===== src/design/lss_pkg.sv =====
package lss_pkg;

  localparam int DEFAULT_STACK_DEPTH = 16;
  localparam int WORD_W  = 32;
  localparam int REQ_W   = 3;
  localparam int IDX_W   = 4;
  localparam int FILL_W  = 5;
  localparam int STAT_W  = 2;

  localparam logic [REQ_W-1:0] REQ_PUSH  = 3'd0;
  localparam logic [REQ_W-1:0] REQ_POP   = 3'd1;
  localparam logic [REQ_W-1:0] REQ_CLEAR = 3'd2;
  localparam logic [REQ_W-1:0] REQ_SCALE = 3'd3;
  localparam logic [REQ_W-1:0] REQ_READ  = 3'd4;

  localparam logic [STAT_W-1:0] ST_OK    = 2'd0;
  localparam logic [STAT_W-1:0] ST_EMPTY = 2'd1;
  localparam logic [STAT_W-1:0] ST_RANGE = 2'd2;
  localparam logic [STAT_W-1:0] ST_FULL  = 2'd3;

  typedef enum logic [2:0] {
    S_IDLE,
    S_EXEC,
    S_SC_RD,
    S_SC_MUL,
    S_SC_WR,
    S_FETCH,
    S_RESP
  } ctrl_state_t;

  typedef struct packed {
    logic accept;
    logic exec;
    logic sc_rd;
    logic sc_mul;
    logic sc_wr;
    logic fetch;
    logic load_out;
  } ctl_cmd_t;

  typedef struct packed {
    logic scale_go;
    logic sc_last;
    logic out_free;
  } dp_stat_t;

endpackage


===== src/design/lss_ctrl.sv =====
module lss_ctrl
  import lss_pkg::*;
(
  input  logic     clk,
  input  logic     rst_n,
  input  logic     in_valid,
  output logic     in_stall,
  input  dp_stat_t stat,
  output ctl_cmd_t cmd
);

  ctrl_state_t state_r, state_nxt;

  always_ff @(posedge clk) begin
    if (!rst_n) begin
      state_r <= S_IDLE;
    end else begin
      state_r <= state_nxt;
    end
  end

  always_comb begin
    state_nxt = state_r;
    unique case (state_r)
      S_IDLE:   if (in_valid) state_nxt = S_EXEC;
      S_EXEC:   state_nxt = stat.scale_go ? S_SC_RD : S_FETCH;
      S_SC_RD:  state_nxt = S_SC_MUL;
      S_SC_MUL: state_nxt = S_SC_WR;
      S_SC_WR:  state_nxt = stat.sc_last ? S_FETCH : S_SC_RD;
      S_FETCH:  state_nxt = S_RESP;
      S_RESP:   if (stat.out_free) state_nxt = S_IDLE;
      default:  state_nxt = S_IDLE;
    endcase
  end

  always_comb begin
    cmd      = '0;
    in_stall = 1'b1;
    unique case (state_r)
      S_IDLE: begin
        in_stall   = 1'b0;
        cmd.accept = in_valid;
      end
      S_EXEC:   cmd.exec     = 1'b1;
      S_SC_RD:  cmd.sc_rd    = 1'b1;
      S_SC_MUL: cmd.sc_mul   = 1'b1;
      S_SC_WR:  cmd.sc_wr    = 1'b1;
      S_FETCH:  cmd.fetch    = 1'b1;
      S_RESP:   cmd.load_out = stat.out_free;
      default: begin
        cmd      = '0;
        in_stall = 1'b1;
      end
    endcase
  end

endmodule


===== src/design/lss_dp.sv =====
module lss_dp
  import lss_pkg::*;
#(
  parameter int STACK_DEPTH = DEFAULT_STACK_DEPTH
) (
  input  logic               clk,
  input  logic               rst_n,
  input  ctl_cmd_t           cmd,
  output dp_stat_t           stat,
  input  logic [REQ_W-1:0]   in_req_type,
  input  logic [WORD_W-1:0]  in_push_value,
  input  logic [WORD_W-1:0]  in_scale_factor,
  input  logic [IDX_W-1:0]   in_read_index,
  output logic               out_valid,
  input  logic               out_stall,
  output logic [WORD_W-1:0]  out_top_word,
  output logic               out_is_empty,
  output logic [FILL_W-1:0]  out_fill_count,
  output logic [WORD_W-1:0]  out_read_word,
  output logic [STAT_W-1:0]  out_status
);

  localparam int AW = (STACK_DEPTH > 1) ? $clog2(STACK_DEPTH) : 1;
  localparam int CW = $clog2(STACK_DEPTH + 1);
  localparam int EW = (CW > FILL_W) ? CW : FILL_W;

  logic [WORD_W-1:0] mem [STACK_DEPTH];

  logic [REQ_W-1:0]  req_r;
  logic [WORD_W-1:0] value_r;
  logic [WORD_W-1:0] factor_r;
  logic [IDX_W-1:0]  idx_r;
  logic [CW-1:0]     count_r, count_nxt;
  logic [STAT_W-1:0] status_r, status_nxt;
  logic [CW-1:0]     sc_idx_r;
  logic [WORD_W-1:0] rd_a_r, rd_b_r, prod_r;
  logic              out_valid_r, out_valid_nxt;

  logic [EW-1:0]     count_ext, idx_ext, rd_pos;
  logic [CW-1:0]     top_pos;
  logic              full, empty;
  logic [AW-1:0]     addr_a, wr_addr;
  logic [WORD_W-1:0] wr_data;
  logic              wr_en, rd_en;

  assign count_ext = EW'(count_r);
  assign idx_ext   = EW'(idx_r);
  assign top_pos   = count_r - CW'(1);
  assign rd_pos    = count_ext - EW'(1) - idx_ext;
  assign full      = (count_r == CW'(STACK_DEPTH));
  assign empty     = (count_r == '0);

  assign addr_a  = cmd.fetch ? top_pos[AW-1:0] : sc_idx_r[AW-1:0];
  assign rd_en   = cmd.fetch || cmd.sc_rd;
  assign wr_en   = (cmd.exec && (req_r == REQ_PUSH) && !full) || cmd.sc_wr;
  assign wr_addr = cmd.sc_wr ? sc_idx_r[AW-1:0] : count_r[AW-1:0];
  assign wr_data = cmd.sc_wr ? prod_r : value_r;

  assign stat.scale_go = (req_r == REQ_SCALE) && !empty;
  assign stat.sc_last  = (sc_idx_r == top_pos);
  assign stat.out_free = !out_valid_r || !out_stall;

  always_ff @(posedge clk) begin
    if (wr_en) begin
      mem[wr_addr] <= wr_data;
    end
    if (rd_en) begin
      rd_a_r <= mem[addr_a];
      rd_b_r <= mem[rd_pos[AW-1:0]];
    end
  end

  // Request outcome, settled in the execute cycle.
  always_comb begin
    count_nxt  = count_r;
    status_nxt = ST_OK;
    unique case (req_r)
      REQ_PUSH: begin
        if (full) status_nxt = ST_FULL;
        else      count_nxt  = count_r + CW'(1);
      end
      REQ_POP: begin
        if (empty) status_nxt = ST_EMPTY;
        else       count_nxt  = top_pos;
      end
      REQ_CLEAR: count_nxt = '0;
      REQ_READ:  if (idx_ext >= count_ext) status_nxt = ST_RANGE;
      default: begin
        count_nxt  = count_r;
        status_nxt = ST_OK;
      end
    endcase
  end

  always_ff @(posedge clk) begin
    if (!rst_n) begin
      count_r <= '0;
    end else if (cmd.exec) begin
      count_r <= count_nxt;
    end
  end

  always_ff @(posedge clk) begin
    if (cmd.accept) begin
      req_r    <= in_req_type;
      value_r  <= in_push_value;
      factor_r <= in_scale_factor;
      idx_r    <= in_read_index;
    end
    if (cmd.exec) begin
      status_r <= status_nxt;
      sc_idx_r <= '0;
    end else if (cmd.sc_wr) begin
      sc_idx_r <= sc_idx_r + CW'(1);
    end
    // Low word of the product is the same for signed and unsigned operands.
    if (cmd.sc_mul) begin
      prod_r <= rd_a_r * factor_r;
    end
  end

  always_comb begin
    out_valid_nxt = out_valid_r;
    if (cmd.load_out)    out_valid_nxt = 1'b1;
    else if (!out_stall) out_valid_nxt = 1'b0;
  end

  always_ff @(posedge clk) begin
    if (!rst_n) begin
      out_valid_r <= 1'b0;
    end else begin
      out_valid_r <= out_valid_nxt;
    end
  end

  always_ff @(posedge clk) begin
    if (cmd.load_out) begin
      out_top_word   <= empty ? '0 : rd_a_r;
      out_is_empty   <= empty;
      out_fill_count <= count_ext[FILL_W-1:0];
      out_read_word  <= ((req_r == REQ_READ) && (status_r == ST_OK)) ? rd_b_r : '0;
      out_status     <= status_r;
    end
  end

  assign out_valid = out_valid_r;

endmodule


===== src/design/lifo_stack_with_scale.sv =====
// LIFO stack of 32-bit words with whole-stack scaling.
// Input channel: in_valid / in_stall carry one request (push, pop, clear,
// scale all, read at depth). Result channel: out_valid / out_stall carry
// one result per request: top word, empty flag, fill count, read word and
// status. A transaction completes when valid is high and stall is low.
// Requests are handled one at a time by a controller and a datapath built
// around a single-write, dual-read stack memory with registered reads.
// Each request passes the execute, fetch and response states; a scale adds
// a read, multiply and write-back step per held entry in between, through
// the one multiplier. A new request is taken once the previous one has
// reached the output register, so a new request is not taken while the
// previous one is still being processed. While the receiver stalls the
// result register holds; the next request can still be accepted and is
// processed up to the point where it needs that register. Synchronous
// active-low reset empties the stack and drops any pending result; the
// memory itself is not cleared.
module lifo_stack_with_scale
  import lss_pkg::*;
#(
  parameter int STACK_DEPTH = DEFAULT_STACK_DEPTH
) (
  input  logic                     clk,
  input  logic                     rst_n,
  input  logic                     in_valid,
  output logic                     in_stall,
  input  logic [REQ_W-1:0]         in_req_type,
  input  logic [WORD_W-1:0]        in_push_value,
  input  logic signed [WORD_W-1:0] in_scale_factor,
  input  logic [IDX_W-1:0]         in_read_index,
  output logic                     out_valid,
  input  logic                     out_stall,
  output logic [WORD_W-1:0]        out_top_word,
  output logic                     out_is_empty,
  output logic [FILL_W-1:0]        out_fill_count,
  output logic [WORD_W-1:0]        out_read_word,
  output logic [STAT_W-1:0]        out_status
);

  ctl_cmd_t cmd;
  dp_stat_t stat;

  lss_ctrl u_ctrl (
    .clk      (clk),
    .rst_n    (rst_n),
    .in_valid (in_valid),
    .in_stall (in_stall),
    .stat     (stat),
    .cmd      (cmd)
  );

  lss_dp #(
    .STACK_DEPTH (STACK_DEPTH)
  ) u_dp (
    .clk             (clk),
    .rst_n           (rst_n),
    .cmd             (cmd),
    .stat            (stat),
    .in_req_type     (in_req_type),
    .in_push_value   (in_push_value),
    .in_scale_factor ($unsigned(in_scale_factor)),
    .in_read_index   (in_read_index),
    .out_valid       (out_valid),
    .out_stall       (out_stall),
    .out_top_word    (out_top_word),
    .out_is_empty    (out_is_empty),
    .out_fill_count  (out_fill_count),
    .out_read_word   (out_read_word),
    .out_status      (out_status)
  );

  // One request in flight: the port closes right after a transaction.
  a_one_in_flight: assert property (@(posedge clk) disable iff (!rst_n)
    (in_valid && !in_stall) |=> in_stall)
    else $error("input taken while a request is in flight");

  a_empty_result: assert property (@(posedge clk) disable iff (!rst_n)
    (out_valid && out_is_empty) |-> (out_top_word == '0 && out_fill_count == '0))
    else $error("empty stack reports a top word or a count");

  a_full_not_empty: assert property (@(posedge clk) disable iff (!rst_n)
    (out_valid && out_status == ST_FULL) |-> !out_is_empty)
    else $error("full status on an empty stack");

  a_read_word_gated: assert property (@(posedge clk) disable iff (!rst_n)
    (out_valid && out_status != ST_OK) |-> (out_read_word == '0))
    else $error("read word set on a failed request");

endmodule


===== config.mk =====
export PLATFORM = sky130hd
export DESIGN_NAME = lifo_stack_with_scale
export DESIGN_NICKNAME = d
export VERILOG_FILES = /design/src/design/lss_pkg.sv /design/src/design/lss_ctrl.sv /design/src/design/lss_dp.sv /design/src/design/lifo_stack_with_scale.sv
export SDC_FILE = /design/constraint.sdc
export NUM_CORES = 2
export LEC_CHECK = 0
export BUFFER_PORTS_ARGS = -buffer_cell sky130_fd_sc_hd__buf_4
export CELL_PAD_IN_SITES_DETAIL_PLACEMENT = 1
export CELL_PAD_IN_SITES_GLOBAL_PLACEMENT = 1
export CORE_MARGIN = 5
export CORE_UTILIZATION = 37
export CTS_BUF_LIST = sky130_fd_sc_hd__clkbuf_4
export CTS_CLUSTER_DIAMETER = 40
export DETAILED_ROUTE_END_ITERATION = 8
export PLACE_DENSITY_LB_ADDON = 0.1
export RECOVER_POWER = 100
export SYNTH_ARGS = -nofsm -noshare
export SYNTH_HDL_FRONTEND = slang
export SYNTH_HIERARCHICAL = 1
export SYNTH_SLANG_ARGS = --single-unit

===== constraint.sdc =====
create_clock -name clk -period 6.9 [get_ports clk]
set_input_delay 0.345 -clock clk [delete_from_list [all_inputs] [get_ports clk]]
set_output_delay 0.345 -clock clk [all_outputs]
set_load 0.03 [all_outputs]

==> summary.md <==
| Metric | Value |
|---|---|
| Outcome | complete, but fails checks |
| Failing checks | max-capacitance violations, max-slew violations, negative setup slack |
| Post-route ant nets | 0 |
| Post-route insts no fill | 5943 |
| Total grt overflow | 0 |
| Nets | 4622 |
| Per-cell routed wire length | 25.5 um |
| Share of cells above drive strength 1 | about a quarter |
| Count leader, synth | edfxtp_1 |
| Slew Viols, Final | approximately 780 |
| Clock Skew | about 0.11 ns |
| Worst-Skew Late Latency | about 1.2 ns |
| Fin worst setup slack | -0.0989 ns |
| Row count | between 100 and 150 |
| CP required | slightly below 8 ns |
| PortBufs | 148 |
| Yosys top cell by area | edfxtp_1 |
| All-Layer GR Usage | 22.2% |
| Dpl hpwl | 101 mm |
| Setup violators final | 7 |
| Main area contributors after synthesis | edfxtp_1 46%, fa_1 17%, mux4_2 12%, and2_1 4.5%, ha_1 3.4% |
| CP Capture Type | flop |
| CTS Buf Count | 215 |
| CTS Buffer Depth | 3 |
| I/O Pins | 149 |
| Vias per cell | 5.15 |
| Hold Violations, Final | 0 |
| Post-synth cell types | between 70 and 80 |
| Type of the most critical hold path | in2reg |
| Placer Congestion | 0.793 |
| Vias in the first global route | 35000 |
| CTS Root Cell | clkbuf_4 |
| Dpl cells | roughly 5400 |
| DRT iter0 DRCs | ~1700 |
| Worst-Margin Slew | 4.69 ns |
| RSZ-0062 raised after global routing | true |
| Area growth syn-to-layout | 18.8% |
| Die Height | 373 um |
| Startpoint Class | flop |
| CTS tree | done |
| Drc violations | 0 |
| Synth Register Bits | 767 |
| First-pass GRT wire length | between 200 and 250 mm |
| Final worst path period share | 101% |
| Largest net degree at the start of global routing | 129 |
| Post-Syn Nets | between 4000 and 5000 |
| Synth Flop Type | edfxtp_1 |
| Type of the worst setup path | reg2reg |
| WP data arrival | 8.00 ns |
| Final WL | 151 mm |
| Yosys top cell area share | between 40% and 50% |
| Die Area | 139000 um^2 |
| Filler cells | 13600 |
| CTS clk-pin slew, worst paths | 0.07 ns |
| Post-synth top cells | 753 x edfxtp_1, 409 x fa_1, 403 x inv_1, 351 x and2_1, 334 x nand2_1 |
| Starting Density | 37.1% |
| CORE AREA | 131000 um^2 |
| Vias | 30600 |
| Sequential fraction of the synthesis area | a little under half |
| Initial antenna violation count | 9 |
| Post-Syn Instances | 3464 |
| Max-cap violations | 23 |
| H-tree levels | 4 |
| Crit Path Max Fanout | 7 |
| Synth warnings | 6 |
| Relative slew margins | -213% |
| Asr flop ratio synth | 0% |
| Die W | 373 um |
| Fin crit period | about 7.0 ns |
| Clock sink total | 767 |
| Avg Inst Size Synth | 14.0 um^2 |
| DRT Pass-1 Iters | 5 |
| EDFF count, synth | 753 |
| Peak Freq | 143 MHz |
| Netlist Area Pre-Place | ~50000 um^2 |
[critical path, cell delays in order, from the launching register on]
cell	delay (ns)
edfxtp_1	0.38
buf_6	0.15
buf_6	0.15
buf_4	0.17
and2_0	0.18
fa_1	0.54
inv_1	0.05
fa_1	0.44
fa_1	0.49
inv_1	0.05
fa_1	0.54
ha_1	0.23
ha_1	0.27
inv_1	0.05
fa_1	0.49
inv_1	0.05
fa_1	0.45
ha_1	0.34
o21a_1	0.13
o21ai_1	0.13
buf_4	0.14
a211oi_4	0.04
clkbuf_1	0.20
o21ai_4	0.21
a31oi_4	0.11
o41a_1	0.36
or4_1	0.41
nand4_1	0.10
[kinds of logic after synthesis]
group | synth area share [%]
flops | 47.1
compound gates | 3.35
xor+xnor | 1.87
fa+ha+maj | 20.3
simple gates | 9.24
mux | 13.3
buf+inv | 4.91
[worst paths after layout]
path	from	end	slack, ns	cells after the start
worst max-delay path	u_dp/rd_a_r[7]	u_dp/prod_r[25]	-0.1	27
worst max register to register	u_dp/rd_a_r[7]	u_dp/prod_r[25]	-0.1	27
worst min-delay path	out_stall	u_ctrl/state_r[1]	0.29	5
worst min register to register	u_dp/status_r[1]	u_dp/out_status[1]	0.45	0
[final cells by class]
class	instances	area, um^2	area share (%)
Multi-Input combinational cell	2086	24000	41.6
Sequential cell	767	22900	39.6
Timing Repair Buffer	531	4420	7.65
Clock buffer	296	2220	3.85
Tap cell	1755	2200	3.80
Inverter	403	1510	2.62
Clock inverter	94	468	0.810
Antenna cell	11	27.5	0.0476
[per-layer routing]
layer | track usage (%) | share of wire [%] | up-vias
met5 | 0 | 0.0086 | -
met4 | 5.56 | 2.1 | 2
met3 | 3.57 | 4.3 | 192
met2 | 38.4 | 51 | 687
met1 | 29.2 | 43 | 16400
li1 | - | - | 13300
[placed cells by master, fill, tap and decap left out, types with 69 or more instances in the layout]
cell type / n
inv_1: 396
and2_1: 295
fa_1: 398
clkbuf_4: 363
dlygate4sd3_1: 150
nor2b_1: 72
nand2_1: 333
xnor2_1: 72
ha_1: 122
a211oi_1: 69
clkbuf_1: 90
mux4_2: 256
buf_4: 164
edfxtp_1: 753
[state kept, by name (all words and copies together) (netlist names), 32 cells and up]
name and cells:
u_dp/prod_r 32, u_dp/value_r 32, u_dp/rd_b_r 32, u_dp/mem 512
u_dp/factor_r 32, u_dp/rd_a_r 32, u_dp/out_read_word 32, u_dp/out_top_word 32
[per-stage QoR]
| step | utilization, % | TNS, ns | hold WS [ns] | setup slack, ns | cell area, um^2 |
|---|---|---|---|---|---|
| after global routing | 44.0 | -4.43 | 0.185 | -0.309 | 57800 |
| after detailed placement | 40.6 | -1.52 | 0.448 | -0.443 | 53300 |
| after floorplan | - | 0 | 0.406 | 0.0325 | 48700 |
| after global placement | 40.6 | -1.27 | 0.459 | -0.311 | 53300 |
| after CTS | 44.2 | -0.348 | 0.104 | -0.0969 | 58000 |
| final | 44.1 | -0.426 | 0.286 | -0.0989 | 57800 |
[timing repair]
action	4_1_cts	5_1_grt
setup buffers	17	7
gates cloned	1	1
setup endpoints to repair	10	13
hold buffers	150	0
resized for setup	61	45
pin swaps	38	24
endpoints found under the hold margin	207	0
Power is left out: the tool's default activity adds up to more than one toggle a clock period on the data nets, which glitch-free logic cannot reach.
